`src/hdl/esvs_pkg.sv`:
```
// Shared types, constants and color tables for the expanding shell voxel shader.
package esvs_pkg;

  // Field widths
  localparam int COORD_W   = 3;
  localparam int COLOR_W   = 8;
  localparam int RADIUS_W  = 12;
  localparam int HUE_W     = 9;
  localparam int JUMP_W    = 6;
  localparam int STEP_W    = 8;
  localparam int THICK_W   = 9;
  localparam int LIMIT_W   = 11;
  localparam int CFG_IDX_W = 3;
  localparam int CFG_DAT_W = 11;

  // Distance datapath: doubled offsets stay within -7..7
  localparam int OFS_W     = 6;
  localparam int ABS_W     = 4;
  localparam int SQ_W      = 8;
  localparam int SUM_W     = 10;
  localparam int FRAC_W    = 14;
  localparam int RAD_N_W   = SUM_W + FRAC_W;
  localparam int ROOT_W    = RAD_N_W / 2;
  localparam int REM_W     = ROOT_W + 3;
  localparam int HTERM_W   = ROOT_W + 6;

  // Hue arithmetic
  localparam int HUE_FULL   = 360;
  localparam int HUE_SECTOR = 60;
  localparam int HUE_STEP   = 3;
  localparam int HUE_SPAN   = 40;
  localparam int HM_W       = 6;
  localparam int HSV_SAT    = 220;
  localparam int HSV_VAL    = 230;
  localparam int COLOR_MAX  = 255;
  localparam logic [COLOR_W-1:0] HSV_P = COLOR_W'(HSV_VAL * (COLOR_MAX - HSV_SAT) / COLOR_MAX);
  localparam logic [COLOR_W-1:0] HSV_V = COLOR_W'(HSV_VAL);

  // Queue
  localparam int QUEUE_DEPTH = 4;

  // Register indexes
  localparam logic [CFG_IDX_W-1:0] CFG_OVERRIDE_RED   = 3'd0;
  localparam logic [CFG_IDX_W-1:0] CFG_OVERRIDE_GREEN = 3'd1;
  localparam logic [CFG_IDX_W-1:0] CFG_OVERRIDE_BLUE  = 3'd2;
  localparam logic [CFG_IDX_W-1:0] CFG_RADIUS_STEP    = 3'd3;
  localparam logic [CFG_IDX_W-1:0] CFG_SHELL_THICK    = 3'd4;
  localparam logic [CFG_IDX_W-1:0] CFG_RADIUS_LIMIT   = 3'd5;

  // Reset values of the registers
  localparam logic [STEP_W-1:0]  RADIUS_STEP_RST = 8'd64;
  localparam logic [THICK_W-1:0] SHELL_THICK_RST = 9'd115;
  localparam logic [LIMIT_W-1:0] RADIUS_LIMIT_RST = 11'd1587;

  // Request kinds
  localparam logic REQ_QUERY   = 1'b0;
  localparam logic REQ_ADVANCE = 1'b1;

  typedef struct packed {
    logic [COLOR_W-1:0] override_red;
    logic [COLOR_W-1:0] override_green;
    logic [COLOR_W-1:0] override_blue;
    logic [STEP_W-1:0]  radius_step;
    logic [THICK_W-1:0] shell_thickness;
    logic [LIMIT_W-1:0] radius_limit;
  } cfg_t;

  // One query word as it travels from front to back
  typedef struct packed {
    logic [SUM_W-1:0]    sq_sum;
    logic [RADIUS_W-1:0] radius;
    logic [HUE_W-1:0]    hue_base;
  } query_t;

  typedef struct packed {
    logic   push;
    query_t item;
  } push_t;

  typedef struct packed {
    logic   valid;
    query_t item;
  } head_t;

  typedef logic [COLOR_W-1:0] tab_t [HUE_SECTOR];

  // q component for each position inside a hue sector
  function automatic tab_t build_q_tab();
    tab_t tab;
    int   f;
    for (int i = 0; i < HUE_SECTOR; i++) begin
      f = i * COLOR_MAX / HUE_SECTOR;
      tab[i] = COLOR_W'(HSV_VAL * (COLOR_MAX - (HSV_SAT * f) / COLOR_MAX) / COLOR_MAX);
    end
    return tab;
  endfunction

  // t component for each position inside a hue sector
  function automatic tab_t build_t_tab();
    tab_t tab;
    int   f;
    for (int i = 0; i < HUE_SECTOR; i++) begin
      f = i * COLOR_MAX / HUE_SECTOR;
      tab[i] = COLOR_W'(HSV_VAL * (COLOR_MAX - (HSV_SAT * (COLOR_MAX - f)) / COLOR_MAX)
                        / COLOR_MAX);
    end
    return tab;
  endfunction

  localparam tab_t Q_TAB = build_q_tab();
  localparam tab_t T_TAB = build_t_tab();

endpackage

```
`src/hdl/expanding_shell_voxel_shader.sv`:
```
// Top level of the expanding shell voxel shader: registers, front end, queue, shading pipeline.
//
//   channel | direction | handshake            | word
//   --------+-----------+----------------------+----------------------------------------
//   in      | input     | in_valid / in_ready  | req_type, voxel_x/y/z, hue_jump
//   out     | output    | out_valid/out_ready  | red, green, blue, lit
//   cfg     | input     | cfg_valid/cfg_ready  | cfg_index, cfg_data
//
// One request word is taken per cycle while the queue has room; a query's color comes out
// after the 12 root stages and the rounding, shell test and color stages.
// An advance word updates the shell state on acceptance and yields no output word.
// rst is synchronous and clears the shell state, the queue and all valid bits.
// A stalled output holds the whole shading pipeline; the front keeps taking words
// until the four-entry queue fills, then drops in_ready.
module expanding_shell_voxel_shader
  import esvs_pkg::*;
#(
  parameter int CUBE_EDGE = 8
) (
  input  logic                 clk,
  input  logic                 rst,
  input  logic                 in_valid,
  output logic                 in_ready,
  input  logic                 req_type,
  input  logic [COORD_W-1:0]   voxel_x,
  input  logic [COORD_W-1:0]   voxel_y,
  input  logic [COORD_W-1:0]   voxel_z,
  input  logic [JUMP_W-1:0]    hue_jump,
  output logic                 out_valid,
  input  logic                 out_ready,
  output logic [COLOR_W-1:0]   red,
  output logic [COLOR_W-1:0]   green,
  output logic [COLOR_W-1:0]   blue,
  output logic                 lit,
  input  logic                 cfg_valid,
  output logic                 cfg_ready,
  input  logic [CFG_IDX_W-1:0] cfg_index,
  input  logic [CFG_DAT_W-1:0] cfg_data
);

  cfg_t  cfg;
  push_t push_w;
  head_t head_w;
  logic  queue_full;
  logic  pop_w;

  assign cfg_ready = 1'b1;

  // Hold configuration registers
  always_ff @(posedge clk) begin
    if (rst) begin
      cfg.override_red    <= '0;
      cfg.override_green  <= '0;
      cfg.override_blue   <= '0;
      cfg.radius_step     <= RADIUS_STEP_RST;
      cfg.shell_thickness <= SHELL_THICK_RST;
      cfg.radius_limit    <= RADIUS_LIMIT_RST;
    end else if (cfg_valid && cfg_ready) begin
      unique case (cfg_index)
        CFG_OVERRIDE_RED:   cfg.override_red    <= cfg_data[COLOR_W-1:0];
        CFG_OVERRIDE_GREEN: cfg.override_green  <= cfg_data[COLOR_W-1:0];
        CFG_OVERRIDE_BLUE:  cfg.override_blue   <= cfg_data[COLOR_W-1:0];
        CFG_RADIUS_STEP:    cfg.radius_step     <= cfg_data[STEP_W-1:0];
        CFG_SHELL_THICK:    cfg.shell_thickness <= cfg_data[THICK_W-1:0];
        CFG_RADIUS_LIMIT:   cfg.radius_limit    <= cfg_data[LIMIT_W-1:0];
        default: begin
        end
      endcase
    end
  end

  esvs_front #(
    .CUBE_EDGE (CUBE_EDGE)
  ) u_front (
    .clk        (clk),
    .rst        (rst),
    .in_valid   (in_valid),
    .in_ready   (in_ready),
    .req_type   (req_type),
    .voxel_x    (voxel_x),
    .voxel_y    (voxel_y),
    .voxel_z    (voxel_z),
    .hue_jump   (hue_jump),
    .cfg        (cfg),
    .queue_full (queue_full),
    .push_out   (push_w)
  );

  esvs_queue u_queue (
    .clk     (clk),
    .rst     (rst),
    .push_in (push_w),
    .full    (queue_full),
    .pop     (pop_w),
    .head    (head_w)
  );

  esvs_back u_back (
    .clk       (clk),
    .rst       (rst),
    .head      (head_w),
    .pop       (pop_w),
    .cfg       (cfg),
    .out_valid (out_valid),
    .out_ready (out_ready),
    .red       (red),
    .green     (green),
    .blue      (blue),
    .lit       (lit)
  );

endmodule

```
`src/hdl/esvs_front.sv`:
```
// Front end: accepts request words, steps the shell state and queues voxel queries.
module esvs_front
  import esvs_pkg::*;
#(
  parameter int CUBE_EDGE = 8
) (
  input  logic               clk,
  input  logic               rst,
  input  logic               in_valid,
  output logic               in_ready,
  input  logic               req_type,
  input  logic [COORD_W-1:0] voxel_x,
  input  logic [COORD_W-1:0] voxel_y,
  input  logic [COORD_W-1:0] voxel_z,
  input  logic [JUMP_W-1:0]  hue_jump,
  input  cfg_t               cfg,
  input  logic               queue_full,
  output push_t              push_out
);

  localparam logic signed [OFS_W-1:0] CENTER2 = OFS_W'(CUBE_EDGE - 1);
  localparam logic [HUE_W:0] HUE_FULL_V = (HUE_W+1)'(HUE_FULL);

  logic [RADIUS_W-1:0] shell_radius;
  logic [HUE_W-1:0]    hue_base;
  logic [RADIUS_W-1:0] shell_radius_next;
  logic [HUE_W-1:0]    hue_base_next;
  logic                accept;

  logic [RADIUS_W-1:0] rad_sum;
  logic [HUE_W:0]      hue_step;
  logic [HUE_W-1:0]    hue_stepped;
  logic [HUE_W:0]      hue_jumped;

  logic [ABS_W-1:0] ax, ay, az;
  logic [SUM_W-1:0] sq_sum;

  assign in_ready = !queue_full;
  assign accept   = in_valid && in_ready;

  // Absolute doubled offset of one coordinate from the cube center
  function automatic logic [ABS_W-1:0] abs_offset(input logic [COORD_W-1:0] c);
    logic signed [OFS_W-1:0] d;
    d = $signed({{(OFS_W-COORD_W-1){1'b0}}, c, 1'b0}) - CENTER2;
    return d[OFS_W-1] ? ABS_W'(-d) : ABS_W'(d);
  endfunction

  // Square sum of the doubled offsets
  always_comb begin
    ax = abs_offset(voxel_x);
    ay = abs_offset(voxel_y);
    az = abs_offset(voxel_z);
    sq_sum = SUM_W'(SQ_W'(ax * ax)) + SUM_W'(SQ_W'(ay * ay)) + SUM_W'(SQ_W'(az * az));
  end

  // Advance the shell by one frame
  always_comb begin
    rad_sum  = shell_radius + RADIUS_W'(cfg.radius_step);
    hue_step = {1'b0, hue_base} + (HUE_W+1)'(HUE_STEP);
    hue_stepped = (hue_step >= HUE_FULL_V) ? HUE_W'(hue_step - HUE_FULL_V) : HUE_W'(hue_step);
    hue_jumped = {1'b0, hue_stepped} + (HUE_W+1)'(hue_jump);
    shell_radius_next = shell_radius;
    hue_base_next     = hue_base;
    if (accept && req_type == REQ_ADVANCE) begin
      if (rad_sum > RADIUS_W'(cfg.radius_limit)) begin
        shell_radius_next = '0;
        hue_base_next = (hue_jumped >= HUE_FULL_V) ? HUE_W'(hue_jumped - HUE_FULL_V)
                                                   : HUE_W'(hue_jumped);
      end else begin
        shell_radius_next = rad_sum;
        hue_base_next     = hue_stepped;
      end
    end
  end

  // Hold shell state
  always_ff @(posedge clk) begin
    if (rst) begin
      shell_radius <= '0;
      hue_base     <= '0;
    end else begin
      shell_radius <= shell_radius_next;
      hue_base     <= hue_base_next;
    end
  end

  // Queue queries with a snapshot of the shell state they see
  always_comb begin
    push_out.push          = accept && req_type == REQ_QUERY;
    push_out.item.sq_sum   = sq_sum;
    push_out.item.radius   = shell_radius;
    push_out.item.hue_base = hue_base;
  end

endmodule

```
`src/hdl/esvs_queue.sv`:
```
// Short query queue between the front end and the shading pipeline.
module esvs_queue
  import esvs_pkg::*;
(
  input  logic  clk,
  input  logic  rst,
  input  push_t push_in,
  output logic  full,
  input  logic  pop,
  output head_t head
);

  localparam int PTR_W = $clog2(QUEUE_DEPTH);
  localparam int CNT_W = $clog2(QUEUE_DEPTH + 1);

  query_t             slots [QUEUE_DEPTH];
  logic [PTR_W-1:0]   wr_ptr;
  logic [PTR_W-1:0]   rd_ptr;
  logic [CNT_W-1:0]   count;
  logic               do_pop;

  assign full       = count == CNT_W'(QUEUE_DEPTH);
  assign head.valid = count != '0;
  assign head.item  = slots[rd_ptr];
  assign do_pop     = pop && head.valid;

  // Store pushed words
  always_ff @(posedge clk) begin
    if (push_in.push && !full) begin
      slots[wr_ptr] <= push_in.item;
    end
  end

  // Advance pointers and fill count
  always_ff @(posedge clk) begin
    if (rst) begin
      wr_ptr <= '0;
      rd_ptr <= '0;
      count  <= '0;
    end else begin
      if (push_in.push && !full) begin
        wr_ptr <= (wr_ptr == PTR_W'(QUEUE_DEPTH - 1)) ? '0 : wr_ptr + 1'b1;
      end
      if (do_pop) begin
        rd_ptr <= (rd_ptr == PTR_W'(QUEUE_DEPTH - 1)) ? '0 : rd_ptr + 1'b1;
      end
      count <= count + CNT_W'(push_in.push && !full) - CNT_W'(do_pop);
    end
  end

endmodule

```
`src/hdl/esvs_back.sv`:
```
// Shading pipeline: pipelined square root, shell test, hue and HSV color.
module esvs_back
  import esvs_pkg::*;
(
  input  logic               clk,
  input  logic               rst,
  input  head_t              head,
  output logic               pop,
  input  cfg_t               cfg,
  output logic               out_valid,
  input  logic               out_ready,
  output logic [COLOR_W-1:0] red,
  output logic [COLOR_W-1:0] green,
  output logic [COLOR_W-1:0] blue,
  output logic               lit
);

  localparam int STAGES = ROOT_W;
  localparam logic [HUE_W+1:0] HUE_TWICE = (HUE_W+2)'(2 * HUE_FULL);
  localparam logic [HUE_W+1:0] HUE_ONCE  = (HUE_W+2)'(HUE_FULL);

  logic en;

  // Square root stages
  logic [ROOT_W-1:0] rt      [STAGES];
  logic [REM_W-1:0]  rm      [STAGES];
  query_t            it      [STAGES];
  logic              vl      [STAGES];
  logic [ROOT_W-1:0] rt_next [STAGES];
  logic [REM_W-1:0]  rm_next [STAGES];
  logic [ROOT_W-1:0] src_rt  [STAGES];
  logic [REM_W-1:0]  src_rm  [STAGES];
  query_t            src_it  [STAGES];
  logic              src_vl  [STAGES];

  // Rounded distance stage
  logic [ROOT_W-1:0]   dist_q8;
  query_t              dist_it;
  logic                dist_vl;

  // Shell test and hue stage
  logic                sh_vl;
  logic                sh_lit;
  logic [HUE_W-1:0]    sh_hue;
  logic [RADIUS_W-1:0] diff;
  logic [HTERM_W-1:0]  hprod;
  logic [HUE_W+1:0]    hsum;
  logic [HUE_W-1:0]    hue_mod;

  // Color stage
  logic [2:0]          region;
  logic [HM_W-1:0]     hm;
  logic [COLOR_W-1:0]  cq, ct;
  logic [COLOR_W-1:0]  hr, hg, hb;
  logic                ovr;

  assign en  = !out_valid || out_ready;
  assign pop = en;

  // Feed each root stage from the one before it
  always_comb begin
    src_rt[0] = '0;
    src_rm[0] = '0;
    src_it[0] = head.item;
    src_vl[0] = head.valid;
    for (int k = 1; k < STAGES; k++) begin
      src_rt[k] = rt[k-1];
      src_rm[k] = rm[k-1];
      src_it[k] = it[k-1];
      src_vl[k] = vl[k-1];
    end
  end

  // One result bit per stage
  always_comb begin
    logic [RAD_N_W-1:0] nword;
    logic [REM_W-1:0]   rem_sh;
    logic [REM_W-1:0]   trial;
    for (int k = 0; k < STAGES; k++) begin
      nword  = {src_it[k].sq_sum, {FRAC_W{1'b0}}};
      rem_sh = {src_rm[k][REM_W-3:0], nword[RAD_N_W-1-2*k -: 2]};
      trial  = {{(REM_W-ROOT_W-2){1'b0}}, src_rt[k], 2'b01};
      if (rem_sh >= trial) begin
        rm_next[k] = rem_sh - trial;
        rt_next[k] = {src_rt[k][ROOT_W-2:0], 1'b1};
      end else begin
        rm_next[k] = rem_sh;
        rt_next[k] = {src_rt[k][ROOT_W-2:0], 1'b0};
      end
    end
  end

  // Shell test and hue offset
  always_comb begin
    diff    = (dist_q8 >= dist_it.radius) ? dist_q8 - dist_it.radius
                                          : dist_it.radius - dist_q8;
    hprod   = HTERM_W'(dist_q8) * HTERM_W'(HUE_SPAN);
    hsum    = (HUE_W+2)'(dist_it.hue_base) + (HUE_W+2)'(hprod[HTERM_W-1:8]);
    if (hsum >= HUE_TWICE) begin
      hue_mod = HUE_W'(hsum - HUE_TWICE);
    end else if (hsum >= HUE_ONCE) begin
      hue_mod = HUE_W'(hsum - HUE_ONCE);
    end else begin
      hue_mod = HUE_W'(hsum);
    end
  end

  // Hue sector and position inside it
  always_comb begin
    if (sh_hue >= HUE_W'(5 * HUE_SECTOR)) begin
      region = 3'd5;
      hm     = HM_W'(sh_hue - HUE_W'(5 * HUE_SECTOR));
    end else if (sh_hue >= HUE_W'(4 * HUE_SECTOR)) begin
      region = 3'd4;
      hm     = HM_W'(sh_hue - HUE_W'(4 * HUE_SECTOR));
    end else if (sh_hue >= HUE_W'(3 * HUE_SECTOR)) begin
      region = 3'd3;
      hm     = HM_W'(sh_hue - HUE_W'(3 * HUE_SECTOR));
    end else if (sh_hue >= HUE_W'(2 * HUE_SECTOR)) begin
      region = 3'd2;
      hm     = HM_W'(sh_hue - HUE_W'(2 * HUE_SECTOR));
    end else if (sh_hue >= HUE_W'(HUE_SECTOR)) begin
      region = 3'd1;
      hm     = HM_W'(sh_hue - HUE_W'(HUE_SECTOR));
    end else begin
      region = 3'd0;
      hm     = HM_W'(sh_hue);
    end
    cq = Q_TAB[hm];
    ct = T_TAB[hm];
    case (region)
      3'd0:    begin hr = HSV_V; hg = ct;    hb = HSV_P; end
      3'd1:    begin hr = cq;    hg = HSV_V; hb = HSV_P; end
      3'd2:    begin hr = HSV_P; hg = HSV_V; hb = ct;    end
      3'd3:    begin hr = HSV_P; hg = cq;    hb = HSV_V; end
      3'd4:    begin hr = ct;    hg = HSV_P; hb = HSV_V; end
      default: begin hr = HSV_V; hg = HSV_P; hb = cq;    end
    endcase
    ovr = (cfg.override_red | cfg.override_green | cfg.override_blue) != '0;
  end

  // Advance payload through the pipeline
  always_ff @(posedge clk) begin
    if (en) begin
      for (int k = 0; k < STAGES; k++) begin
        rt[k] <= rt_next[k];
        rm[k] <= rm_next[k];
        it[k] <= src_it[k];
      end
      dist_q8 <= rt[STAGES-1] + ROOT_W'(rm[STAGES-1] > REM_W'(rt[STAGES-1]));
      dist_it <= it[STAGES-1];
      sh_lit  <= diff <= RADIUS_W'(cfg.shell_thickness);
      sh_hue  <= hue_mod;
      lit     <= sh_lit;
      if (!sh_lit) begin
        red   <= '0;
        green <= '0;
        blue  <= '0;
      end else if (ovr) begin
        red   <= cfg.override_red;
        green <= cfg.override_green;
        blue  <= cfg.override_blue;
      end else begin
        red   <= hr;
        green <= hg;
        blue  <= hb;
      end
    end
  end

  // Advance valid bits; hold everything while the output word waits
  always_ff @(posedge clk) begin
    if (rst) begin
      for (int k = 0; k < STAGES; k++) begin
        vl[k] <= 1'b0;
      end
      dist_vl   <= 1'b0;
      sh_vl     <= 1'b0;
      out_valid <= 1'b0;
    end else if (en) begin
      for (int k = 0; k < STAGES; k++) begin
        vl[k] <= src_vl[k];
      end
      dist_vl   <= vl[STAGES-1];
      sh_vl     <= dist_vl;
      out_valid <= sh_vl;
    end
  end

endmodule
```
`config.mk`:
```
export PLATFORM = sky130hd
export DESIGN_NAME = expanding_shell_voxel_shader
export DESIGN_NICKNAME = d
export VERILOG_FILES = /design/src/hdl/esvs_pkg.sv /design/src/hdl/expanding_shell_voxel_shader.sv /design/src/hdl/esvs_front.sv /design/src/hdl/esvs_queue.sv /design/src/hdl/esvs_back.sv
export SDC_FILE = /design/constraint.sdc
export NUM_CORES = 1
export LEC_CHECK = 0
export ABC_AREA = 1
export CORE_UTILIZATION = 30
export CTS_BUF_LIST = sky130_fd_sc_hd__clkbuf_16
export DETAILED_ROUTE_END_ITERATION = 6
export DONT_BUFFER_PORTS = 1
export PLACE_DENSITY_LB_ADDON = 0.1
export SETUP_SLACK_MARGIN = 0.3
export SLEW_MARGIN = 30
export SYNTH_ARGS = -nofsm -noshare
export SYNTH_HDL_FRONTEND = slang
export SYNTH_SLANG_ARGS = --single-unit
```
`constraint.sdc`:
```
create_clock -name clk -period 24.5 [get_ports clk]
set_clock_uncertainty 0.2 [all_clocks]
set_input_delay 2.45 -clock clk [delete_from_list [all_inputs] [get_ports clk]]
set_output_delay 2.45 -clock clk [all_outputs]
set_load 0.1 [all_outputs]
```
* After elaboration in Yosys (flattened, before gate mapping)
Memories as Yosys holds them, arrays and structs flattened. A register that Yosys moved wholly into a read port is not among the register bits.
Index checks and enable logic that the tools add are counted.
** Word-level totals
- Word-level logic and storage cells :: 225
- Bits in registers :: 129
- Latch bits :: 0
- Memories :: 7
- Memory bits (read-only) :: 1024
- Bits in writable memories :: 832
- Output and inout bits :: 28
** Memory list
- (no name shown) :: words 64, bits a word 8, rd ports 1, clocked after memory_dff 0, wr ports 0, line esvs_back.sv:129 : cq = Q_TAB[hm];
- (no name shown) :: words 64, bits a word 8, rd ports 1, clocked after memory_dff 0, wr ports 0, line esvs_back.sv:130 : ct = T_TAB[hm];
- u_back.it :: words 12, bits a word 31, rd ports 12, clocked after memory_dff 1, wr ports 12, line esvs_back.sv:27 : query_t it [STAGES];
- u_back.rm :: words 12, bits a word 15, rd ports 12, clocked after memory_dff 0, wr ports 12, line esvs_back.sv:26 : logic [REM_W-1:0] rm [STAGES];
- u_back.rt :: words 12, bits a word 12, rd ports 12, clocked after memory_dff 0, wr ports 12, line esvs_back.sv:25 : logic [ROOT_W-1:0] rt [STAGES];
- u_queue.slots :: words 4, bits a word 31, rd ports 1, clocked after memory_dff 1, wr ports 1, line esvs_queue.sv:16 : query_t slots [QUEUE_DEPTH];
- +1 memories
** Operators by class
- Order comparisons :: 26
- Equality and inequality tests :: 12
- Mux-type cells :: 78
- $mul :: 4
- Div/mod/pow operators :: 0
- Reduce and logical (&&, ||, !) cells :: 22
- Bitwise logic cells :: 16
- Add/sub/neg operators :: 40
- Shift operators :: 0
** Operators with widths (number)
- two-way mux 15 bit :: 12
- greater-or-equal comparator 15 x 14 -> 1 bit :: 11
- subtractor 15 x 14 -> 15 bit :: 11
- case mux 8 bit (3 select lines) :: 3
- two-way mux 8 bit :: 7
- two-way mux 9 bit :: 5
- two-way mux 1 bit :: 33
- two-way mux 6 bit :: 5
- subtractor 6 bit, second input constant :: 5
- subtractor 9 bit, second input constant :: 3
- multiplier 4 x 4 -> 8 bit :: 3
- two-way mux 12 bit :: 2
- subtractor 12 bit :: 2
- greater-or-equal comparator 10 x 9 -> 1 bit, second input constant :: 2
- greater-or-equal comparator 9 x 8 -> 1 bit, second input constant :: 2
- bitwise OR 8 bit :: 2
- greater-than comparator 15 x 12 -> 1 bit :: 1
- multiplier 12 x 3 -> 15 bit, second input constant :: 1
- subtractor 4 x 3 -> 5 bit, second input constant :: 3
- adder 12 x 1 -> 12 bit :: 1
- adder 12 x 8 -> 12 bit :: 1
- == test 3 x 2 -> 1 bit, second input constant :: 4
- == test 3 bit, second input constant :: 4
- greater-or-equal comparator 12 bit :: 1
- other kinds (36) :: 74

* Longest topological paths before layout
Gate-level depths: netlist of the first run.
- Depth after elaboration :: 12
- Mapped depth :: 28
- Depth with buffers taken out :: 28

* Hierarchy
A second synthesis of the first run with hierarchy kept.
** Unflattened totals
- Cell total of the unflattened synthesis :: 3504
- Area, all modules :: 37743.7 sq um
** By module, submodules not included
- esvs_back :: cells an instance 2405, sequential area each 17116.4 sq um, times used 1, area each 27573.9 sq um
- esvs_queue :: cells an instance 370, sequential area each 3903.7 sq um, times used 1, area each 5144.9 sq um
- esvs_front :: cells an instance 433, sequential area each 420.4 sq um, times used 1, area each 2954.1 sq um
- expanding_shell_voxel_shader :: cells an instance 296, sequential area each 1041.0 sq um, times used 1, area each 2070.7 sq um

* Worst setup path after synthesis of the first run
No wires, ideal clock.
- Path type :: input to register
- Start :: in out_ready
- End :: reg u_back.sh_vl
- Data required time :: 24134 ps
- Setup slack :: 8267 ps
- Path buffers :: 0
- Stages :: 4
- Data arrival time :: 15867 ps
- Setup time :: 166 ps
- Path through :: nor2_1 -> inv_1 -> nand2_1 -> o22ai_1
** On the way
- Longest elaborated chain between the ends :: 1
** RTL lines
- start: declaration :: line expanding_shell_voxel_shader.sv:30 : input logic out_ready,
- logical OR 1 bit :: line esvs_back.sv:57 : assign en = !out_valid || out_ready;
- via pop_w :: line expanding_shell_voxel_shader.sv:45 : logic pop_w;
- end signal: assignment :: line esvs_back.sv:185 : sh_vl <= dist_vl;
- end: declaration :: line esvs_back.sv:42 : logic sh_vl;
The timed path passes the listed nets, and every way through them passes these cells.
A chain may end at the register's enable or synchronous reset.

==> summary.txt, run 1 <==
Final layout
  – FF+latch area: 21600 µm²
  – Share of cells above drive strength 1: 6.31%
  – Area of the multi-input gates: 12100 µm²
  – Diodes inserted: 0
  – P&R area growth vs syn: 13.2%
  – NumNets Final: 3599
  – Number of fill cells: 11760
  – Core Util, Final: 34.2%

Clock network
  – Post-CTS sizing: 0
  – CTS root buf: clkbuf_16
  – Clock sinks: 747
  – Clk_lat worst skew: between 0.6 and 0.7 ns
  – CTS buffer count: between 80 and 90
  – Clk pin slew, worst setup/hold paths: 0.06 ns
  – CTS tree: yes
  – Post-CTS Setup Bufs: 0
  – Hold_buf cts: 0
  – CTS HTree Levels: 3
  – Max Root-Sink Buffers: 3

Global route
  – Vias in the first global route: between 20000 and 25000
  – GRT Overall Usage: 11.8%
  – Initial antenna violation count: 0
  – Largest net degree at the start of global routing: 111
  – First-pass GRT wire length: 115000 µm
  – Grt ovf: 0

Run status
  – Outcome: finished clean

Setup path
  – CP Cell Sequence: nor2_1 > nor2_1 > nor3_1 > ha_1 > inv_1 > fa_1 > inv_1 > fa_1 > ha_1 > fa_1 > nand2_1 > inv_1 > nor2_1 > ha_1 > ha_1 > a21oi_1 > nand2_1 > a21oi_1 > nor2_1
  – Largest stage delay on the critical path: 0.42 ns
  – Crit path DAT: about 6.2 ns
  – Worst path required time: 24.66 ns
  – Worst R2R Path Depth: 24
  – Worst Setup End Kind: flip-flop
  – CP bufs+invs: 3
  – R2R setup slack: 19.54 ns
  – Crit start category: input port
  – CP Class: input port to flip-flop
  – Critical R2R Launch: u_back.dist_q8[2]$_DFFE_PN_
  – CP max FO: 4
  – R2r endpoint: u_back.sh_hue[4]$_DFFE_PN_
  – Slowest CP cell: fa_1
  – Crit-path leading delay family: adder cells

Yosys
  – Mapped Cells: 3277
  – Fraction of the mapped netlist area in adder cells: around 8.8%
  – Post-Syn Area: ~36000 µm²
  – Post-Synth Simple-Gate Area: 12.7%
  – Post-synth ARST share: 0%
  – Synth area leaders: edfxtp_1 56%, ha_1 7.7%, nand2_1 5.4%
  – Synth Area in Compound Gates: 8.72%
  – Synth Register Bits: ~750
  – Commonest cells post-synth: 662 x edfxtp_1, 512 x nand2_1, 437 x inv_1, 247 x nor2_1, 241 x o21ai_0
  – EDFF count, synth: 662
  – Primary FF master, synth: edfxtp_1
  – Count leader, synth: edfxtp_1
  – Ys Warns: 0
  – Mux contribution to synthesized area: less than 1%
  – Yosys top cell area share: between 50% and 60%
  – Post-Synth XOR/XNOR Area: 3.51%
  – Combinational family with the most area after synthesis: simple AND/OR/NAND/NOR gates
  – Synth area leader: edfxtp_1
  – Post-synthesis cell type count: 60
  – Post-Syn Area per Cell: around 11 µm²
  – Seq/Total Area, Yosys: between 60% and 70%

Place
  – Routability cong.: 0.848
  – Number of port buffers: 0
  – Post-detail-place hpwl: between 40000 and 50000 µm

Floorplan
  – Core footprint: approximately 120000 µm²
  – Chip height: 347 µm
  – Rows: between 100 and 150
  – Initial core utilization: between 30% and 40%
  – Die width: 347 µm
  – Die Area: 120000 µm²
  – Ports: 63

Routing
  – Via count: 22061
  – DRC: 0
  – Final antenna-violating net count: 0
  – Total wire length: 71100 µm
  – Vias per inst: 4.48
  – Drt pass-1 iters: 5
  – First DRT Iteration DRCs: around 1200
  – Drt wl/cell: between 10 and 15 µm

Power and ir drop
  – Sequential power share: 35.9%
  – VDD IR-drop max: 0.100 mV
  – Sw Share: 39.6%
  – Clock Power Share: about a fifth
  – Sw Pwr: between 2 and 2.5 mW
  – P_leak: about 17 nW
  – Cell Pwr Density: 149 nW/µm²
  – Comb pwr share: 42.8%
  – Internal power: approximately 3.6 mW

Timing
  – Maximum operating frequency: 165 MHz
  – Slew @ Worst Pin: 0.956 ns
  – Final Hold Fails: 0
  – Setup violators final: 0
  – Fin Hold WS: 0.207 ns
  – Final worst-path cycle share: 24.8%
  – Setup TNS: 0 ns
  – Max Slew Vio Count: 0
  – Minimum clock period after layout: 6.07 ns
  – Max-slew headroom: a little over a third
  – RSZ-0062 raised after global routing: no

Min path
  – Hold Path Class: flip-flop to flip-flop
  – Hold Startpoint: u_back.it[11][16]$_DFFE_PN_
  – WHS Path Cells: 0
  – Worst hold path endpoint: u_back.dist_it[16]$_DFFE_PN_

Job
  – Max-cap viol count: 0
[logic make-up after synthesis]
family,count (synthesis)
DFF,747
buffers and inverters,517
muxes,4
adders and majority gates,238
xor gates and xnor gates,142
AOI/OAI and AO/OA,567
and+or+nand+nor,1060
other,2
[worst max-delay path by stage]
stage	from	endpoint	slack [ns]	cells after the start
floorplan	out_ready	u_back.sh_vl$_SDFFE_PP0N_	8.27	4
global placement	voxel_x[2]	u_queue.slots[0][28]$_DFFE_PP_	17.74	15
detailed placement	voxel_x[2]	u_queue.slots[0][28]$_DFFE_PP_	17.72	15
CTS	voxel_x[2]	u_queue.slots[0][28]$_DFFE_PP_	18.43	15
global route	voxel_x[2]	u_queue.slots[2][29]$_DFFE_PP_	18.16	19
finish	voxel_x[2]	u_queue.slots[2][29]$_DFFE_PP_	18.43	19
[power groups by stage]
| stage | clock (mW) | combinational [mW] | sequential (mW) |
|---|---|---|---|
| after floorplan | 0 | 2.03 | 2.11 |
| after global placement | 0 | 2.62 | 2.19 |
| after detailed placement | 0 | 2.59 | 2.19 |
| after CTS | 1.34 | 2.61 | 2.17 |
| after global routing | 1.38 | 2.96 | 2.21 |
| final | 1.28 | 2.58 | 2.16 |
[area by class of cell]
| type | instances | area share, % |
|---|---|---|
| Clock buffer | 87 | 5.40 |
| Clock inverter | 65 | 1.68 |
| Inverter | 453 | 4.23 |
| Multi-Input combinational cell | 2015 | 29.9 |
| Sequential cell | 747 | 53.5 |
| Tap cell | 1536 | 4.76 |
| Timing Repair Buffer | 23 | 0.527 |
[flip-flops by register name, summed over array words and instances (netlist names), 3 cells and up, named ones only]
signal                count
u_back.dist_q8           12
u_back.rm               141
cfg                      52
u_queue.count             3
u_back.vl                12
u_back.it               261
u_back.rt                71
u_front.shell_radius     12
u_back.red                8
u_back.dist_it           21
u_back.green              8
u_front.hue_base          9
u_back.blue               8
u_queue.slots           108
u_back.sh_hue             9
[routing by layer]
layer,GRT usage (%),part of all wire [%]
met1,15.6,48
met2,19.8,47
met3,1.99,3.1
met4,3.42,2.3
met5,0,0
[cells in the final DEF (no fill, tap or decap), types with 21 or more instances in the layout]
cell	count
nand2_1	511
xor2_1	87
inv_1	454
ha_1	218
dfxtp_1	85
clkbuf_16	87
nand3_1	202
edfxtp_1	662
o21ai_0	241
o211ai_1	21
xnor2_1	54
nor2_1	243
o22ai_1	29
a21oi_1	207
buf_4	21
[stage by stage]
stage	instance area, µm²	instances	setup slack (ns)	power, mW
6_report	40300	4926	18.43	6.02
5_1_grt	40300	4926	18.16	6.55
4_1_cts	40300	4924	18.43	6.11
3_5_place_dp	37400	4772	17.72	4.79
3_3_place_gp	37400	4772	17.74	4.81
2_1_floorplan	35600	3279	8.27	4.15
Power figures use the tool's default switching activity.
==> inputs of run 2 (changes only) <==
==> constraint.sdc (replaced) <==
create_clock -name clk -period 5.6 [get_ports clk]
set_clock_uncertainty 0.2 [all_clocks]
set_input_delay 0.56 -clock clk [delete_from_list [all_inputs] [get_ports clk]]
set_output_delay 0.56 -clock clk [all_outputs]
set_load 0.1 [all_outputs]
==> summary.txt, run 2 (synthesized netlist as in run 1, its figures left out) <==
Clock network
  – CTS HTree Levels: 3
  – CTS tree: yes
  – Clock sinks: 747
  – Post-CTS Setup Bufs: 0
  – Clk pin slew, worst setup/hold paths: ~0.060 ns
  – Max Root-Sink Buffers: 3
  – CTS root buf: clkbuf_16
  – CTS buffer count: slightly below 90
  – Clk_lat worst skew: 0.63 ns

Place
  – DP Area: 37500 µm²
  – Place WS: 0.736 ns
  – Number of port buffers: 0
  – Routability cong.: 0.822
  – Placed Cells: approximately 4800
  – Post-detail-place hpwl: approximately 48000 µm

Timing
  – Slew @ Worst Pin: 1.00 ns
  – RSZ-0062 raised after global routing: no
  – Max-slew headroom: 32.9%
  – Final worst-path cycle share: 84.8%
  – Maximum operating frequency: roughly 210 MHz
  – Max Slew Vio Count: 0
  – Setup TNS: 0 ns
  – Final Hold Fails: 0
  – Worst setup margin: about 0.85 ns
  – Minimum clock period after layout: 4.75 ns
  – Fin Hold WS: 0.0906 ns
  – Setup violators final: 0

Setup path
  – Crit start category: flip-flop
  – Worst path required time: 5.79 ns
  – Worst R2R Path Depth: 22
  – Slowest CP cell: edfxtp_1
  – CP max FO: 11
  – Crit path DAT: 4.94 ns
  – Worst Setup End Kind: flip-flop
  – Largest stage delay on the critical path: 0.45 ns
  – CP Cell Sequence: ha_1 > ha_1 > a41o_1 > nand2_1 > nand2_1 > a21oi_1 > o21bai_1 > a21oi_1 > xor2_1 > inv_1 > ha_1 > xnor2_1 > inv_1 > ha_1 > nand3_1 > o21ai_0 > o211ai_1 > nand3_1 > o21ai_0 > o21ai_0 > nand2_1 > nand2_1
  – Crit-path leading delay family: compound AO/OA/AOI/OAI gates
  – CP Class: flip-flop to flip-flop
  – CP bufs+invs: 2
  – Worst path depth: 22

Final layout
  – P&R area growth vs syn: 13.8%
  – Number of fill cells: around 12000
  – Biggest regs: u_back.it x261, u_back.rm x141, u_queue.slots x108
  – Max FFs per register: 261
  – Share of cells above drive strength 1: 6.51%
  – Non-filler cells in the finished layout: 4944
  – Design Area, Final: between 40000 and 50000 µm²
  – Most common cell after layout, fill and taps aside: edfxtp_1
  – NumNets Final: approximately 3600
  – Diodes inserted: 0
  – Largest register by flop count: u_back.it
  – Most frequent cells in the layout: 662 x edfxtp_1, 512 x nand2_1, 449 x inv_1

Global route
  – Grt ovf: 0
  – First-pass GRT wire length: between 100000 and 150000 µm
  – Initial antenna violation count: 0
  – GRT Overall Usage: 12.0%
  – Vias in the first global route: 21657
  – Largest net degree at the start of global routing: 133

Floorplan
  – Rows: 126
  – Die Area: 120000 µm²
  – Die width: ~350 µm
  – Core footprint: around 120000 µm²
  – Chip height: between 300 and 400 µm
  – Initial core utilization: 30.2%
  – Ports: 63

Job
  – Max-cap viol count: 0

Run status
  – Outcome: finished clean

Routing
  – DRC: 0
  – Total wire length: 71900 µm
  – Drt pass-1 iters: 6
  – Drt wl/cell: ~15 µm
  – Via count: 21928
  – Final antenna-violating net count: 0
  – Vias per inst: 4.44
  – First DRT Iteration DRCs: 1437

Power and ir drop
  – P_leak: about 17 nW
  – VDD IR-drop max: 0.447 mV
  – Cell Pwr Density: between 600 and 700 nW/µm²

Min path
  – Hold Path Class: input port to flip-flop
  – WHS Path Cells: 5
==> run 2: changes by cell type in the layout (fill, tap and decap cells not counted), moves of 4 or more <==
cell           delta
dlygate4sd3_1    +11
inv_1             -5
buf_4             -5
clkinv_1          +6
clkinv_2          +4
==> run 2: worst paths after layout <==
| check | start | to | slack [ns] |
|---|---|---|---|
| hold / removal | hue_jump[0] | u_front.hue_base[0]$_SDFFE_PP0P_ | 0.09 |
| setup reg to reg | u_back.dist_q8[2]$_DFFE_PN_ | u_back.sh_hue[5]$_DFFE_PN_ | 0.85 |
| hold reg to reg | u_back.it[8][19]$_DFFE_PN_ | u_back.it[9][19]$_DFFE_PN_ | 0.20 |
| setup / recovery | u_back.dist_q8[2]$_DFFE_PN_ | u_back.sh_hue[5]$_DFFE_PN_ | 0.85 |
==> run 2: report_power, final <==
group          switching [mW]  internal (mW)
logic                    7.31           3.99
clock network            2.27           3.55
registers               0.865           8.58
total                    10.4           16.1
==> run 2: stage by stage <==
step           total power, mW  util, %
6_report                  26.6     34.4
5_1_grt                   28.9     34.4
4_1_cts                   26.9     34.4
3_5_place_dp              20.9     31.8
3_3_place_gp              21.0     31.8
2_1_floorplan             18.1        -
==> run 2: layout make-up <==
cell class                 count  area, µm²  share of cell area (%)
multi-input combinational   2015      12100                    29.8
sequential                   747      21600                    53.2
timing repair buffer          32        307                   0.756
clock inverter                71        701                    1.73
clock buffer                  90       2250                    5.55
inverter                     453       1700                    4.20
tap                         1536       1920                    4.74
==> run 2: routing by layer <==
metal,GRT usage [%],share of wire [%]
met4,3.89,2.1
met3,2.08,3.6
met2,20.2,47
met1,15.6,47
met5,0,0
==> run 2: repair_timing <==
item | 4_1_cts | 5_1_grt
setup endpoints to repair | 0 | 3
gates resized for setup | 0 | 1
endpoints found under the hold margin | 77 | 0
hold buffers | 12 | 0
==> run 2: worst register-to-register path: cells and delay by family (launching register included) <==
family	cells	cell delay [ns]
compound gates	8	1.24
xor+xnor	2	0.54
fa+ha+maj	4	1.16
buf+inv	2	0.22
flops	1	0.45
simple gates	6	0.69
==> inputs of run 3 (changes only) <==
==> constraint.sdc (replaced) <==
create_clock -name clk -period 4.8 [get_ports clk]
set_clock_uncertainty 0.2 [all_clocks]
set_input_delay 0.48 -clock clk [delete_from_list [all_inputs] [get_ports clk]]
set_output_delay 0.48 -clock clk [all_outputs]
set_load 0.1 [all_outputs]
==> summary.txt, run 3 (synthesized netlist as in run 1, its figures left out) <==
Place
  – Post-detail-place hpwl: ~50000 µm
  – Place WS: roughly 0.10 ns
  – Number of port buffers: 0
  – Placed Cells: 4784
  – Routability cong.: ~0.84
  – DP Area: about 38000 µm²

Run status
  – Outcome: finished clean

Floorplan
  – Rows: 126
  – Ports: between 60 and 70
  – Core footprint: approximately 120000 µm²
  – Initial core utilization: 30.2%
  – Chip height: 347 µm
  – Die width: 347 µm
  – Die Area: ~120000 µm²

Routing
  – Final antenna-violating net count: 0
  – Drt wl/cell: 14.6 µm
  – Via count: 22163
  – Total wire length: 72600 µm
  – DRC: 0
  – Drt pass-1 iters: 5
  – Vias per inst: 4.46
  – First DRT Iteration DRCs: 1378

Timing
  – Final Hold Fails: 0
  – Worst setup margin: 0.484 ns
  – Minimum clock period after layout: around 4.3 ns
  – Setup violators final: 0
  – Setup TNS: 0 ns
  – Fin Hold WS: 0.0358 ns
  – Maximum operating frequency: 232 MHz
  – Max-slew headroom: 33.3%
  – RSZ-0062 raised after global routing: yes
  – Slew @ Worst Pin: 0.999 ns
  – Max Slew Vio Count: 0
  – Final worst-path cycle share: ~90%

Clock network
  – CTS HTree Levels: 3
  – CTS buffer count: 87
  – CTS tree: yes
  – Max Root-Sink Buffers: 3
  – CTS root buf: clkbuf_16
  – Clk pin slew, worst setup/hold paths: 0.06 ns
  – Clock sinks: 747
  – Clk_lat worst skew: about 0.65 ns

Power and ir drop
  – VDD IR-drop max: 0.703 mV
  – Cell Pwr Density: between 700 and 800 nW/µm²
  – P_leak: 17.1 nW
  – Total power: 31.7 mW

Setup path
  – Worst path depth: 24
  – CP Class: flip-flop to flip-flop
  – R2R setup slack: 0.48 ns
  – Crit-path leading delay family: compound AO/OA/AOI/OAI gates
  – Largest stage delay on the critical path: around 0.39 ns
  – R2r endpoint: u_back.sh_hue[3]$_DFFE_PN_
  – Critical R2R Launch: u_back.dist_q8[4]$_DFFE_PN_
  – Worst Setup End Kind: flip-flop
  – Worst path required time: 4.96 ns
  – Critical Path Source: u_back.dist_q8[4]$_DFFE_PN_
  – Worst R2R Path Depth: 24
  – Crit path top cell by count: nand2_2
  – Worst Setup EP: u_back.sh_hue[3]$_DFFE_PN_
  – CP Cell Sequence: ha_1 > ha_1 > a41o_1 > nand2_1 > nand2_2 > a21oi_2 > o21bai_2 > a21oi_2 > xor2_1 > inv_1 > ha_4 > nand2_2 > inv_2 > nand4_1 > nand3_2 > nand2_2 > a21oi_2 > nor2_1 > o21a_1 > xor2_2 > inv_2 > a21oi_4 > nand2_2 > xor2_1
  – CP bufs+invs: 3
  – Crit start category: flip-flop
  – CP max FO: 6
  – Slowest CP cell: edfxtp_1
  – Crit path DAT: 4.47 ns

Final layout
  – Diodes inserted: 0
  – Max FFs per register: 261
  – P&R area growth vs syn: 14.4%
  – Most frequent cells in the layout: 662 x edfxtp_1, 507 x nand2_1, 464 x inv_1
  – Non-filler cells in the finished layout: 4974
  – Biggest regs: u_back.it x261, u_back.rm x141, u_queue.slots x108
  – Most common cell after layout, fill and taps aside: edfxtp_1
  – Share of cells above drive strength 1: 7.39%
  – Design Area, Final: 40800 µm²
  – Core Util, Final: 34.6%
  – Largest register by flop count: u_back.it
  – NumNets Final: 3641

Global route
  – Largest net degree at the start of global routing: 186
  – Grt ovf: 0
  – GRT Overall Usage: around 12%
  – First-pass GRT wire length: roughly 120000 µm
  – Initial antenna violation count: 0
  – Vias in the first global route: 22200

Min path
  – Hold Path Class: input port to flip-flop

Job
  – Max-cap viol count: 0
run 3: changes by cell type in the layout (fill, tap and decap cells not counted), moves of 6 or more:
cell,previous run,this run
o21ai_1,9,15
buf_4,16,38
clkinv_2,17,9
dlygate4sd3_1,11,18
o21ai_0,239,232
inv_1,449,464
bufinv_16,14,6
run 3: tightest hold or removal path, cell delays in order:
cell and delay (ns):
clkinv_1 0.20, nand3_1 0.11, inv_1 0.05
run 3: per-layer routing:
metal / vias up / wire, µm / GRT usage [%]
met2: 281 / 34400 / 20.5
li1: 11473 / - / -
met3: 126 / 2460 / 2.23
met5: - / 0 / 0
met1: 10283 / 33700 / 15.7
met4: 0 / 1950 / 3.76
run 3: cell type report:
cell class              count  area [µm²]
clock buffers              88        2200
repair buffers             63         581
clock inverters            71         546
well taps                1536        1920
inverters                 453        1700
flip-flops and latches    747       21600
multi-input cells        2016       12200
fillers                 11878       77200
run 3: worst min path at each step:
| stage | startpoint | to | slack (ns) | depth (start not counted) |
|---|---|---|---|---|
| 2_1_floorplan | u_back.it[11][0]$_DFFE_PN_ | u_back.dist_it[0]$_DFFE_PN_ | 0.20 | 0 |
| 3_3_place_gp | u_back.it[5][12]$_DFFE_PN_ | u_back.it[6][12]$_DFFE_PN_ | 0.20 | 0 |
| 3_5_place_dp | u_back.it[11][1]$_DFFE_PN_ | u_back.dist_it[1]$_DFFE_PN_ | 0.20 | 0 |
| 4_1_cts | rst | u_front.shell_radius[11]$_SDFFE_PP0P_ | 0.0007 | 3 |
| 5_1_grt | rst | u_back.dist_vl$_SDFFE_PP0N_ | 0.05 | 3 |
| 6_report | rst | u_front.shell_radius[11]$_SDFFE_PP0P_ | 0.04 | 3 |
run 3: what timing repair did:
action,CTS,global route
hold endpoints to repair,77,0
hold buffers,19,0
resized for setup,5,34
buffers inserted,2,8
setup endpoints to repair,6,10
cloned,0,1
pin swaps,1,23
run 3: where the power goes:
group          internal (mW)  total, mW  switching, mW
registers               10.0       11.0          0.999
clock network           3.66       6.31           2.65
logic                   5.36       14.4           9.04
total                   19.0       31.7           12.7
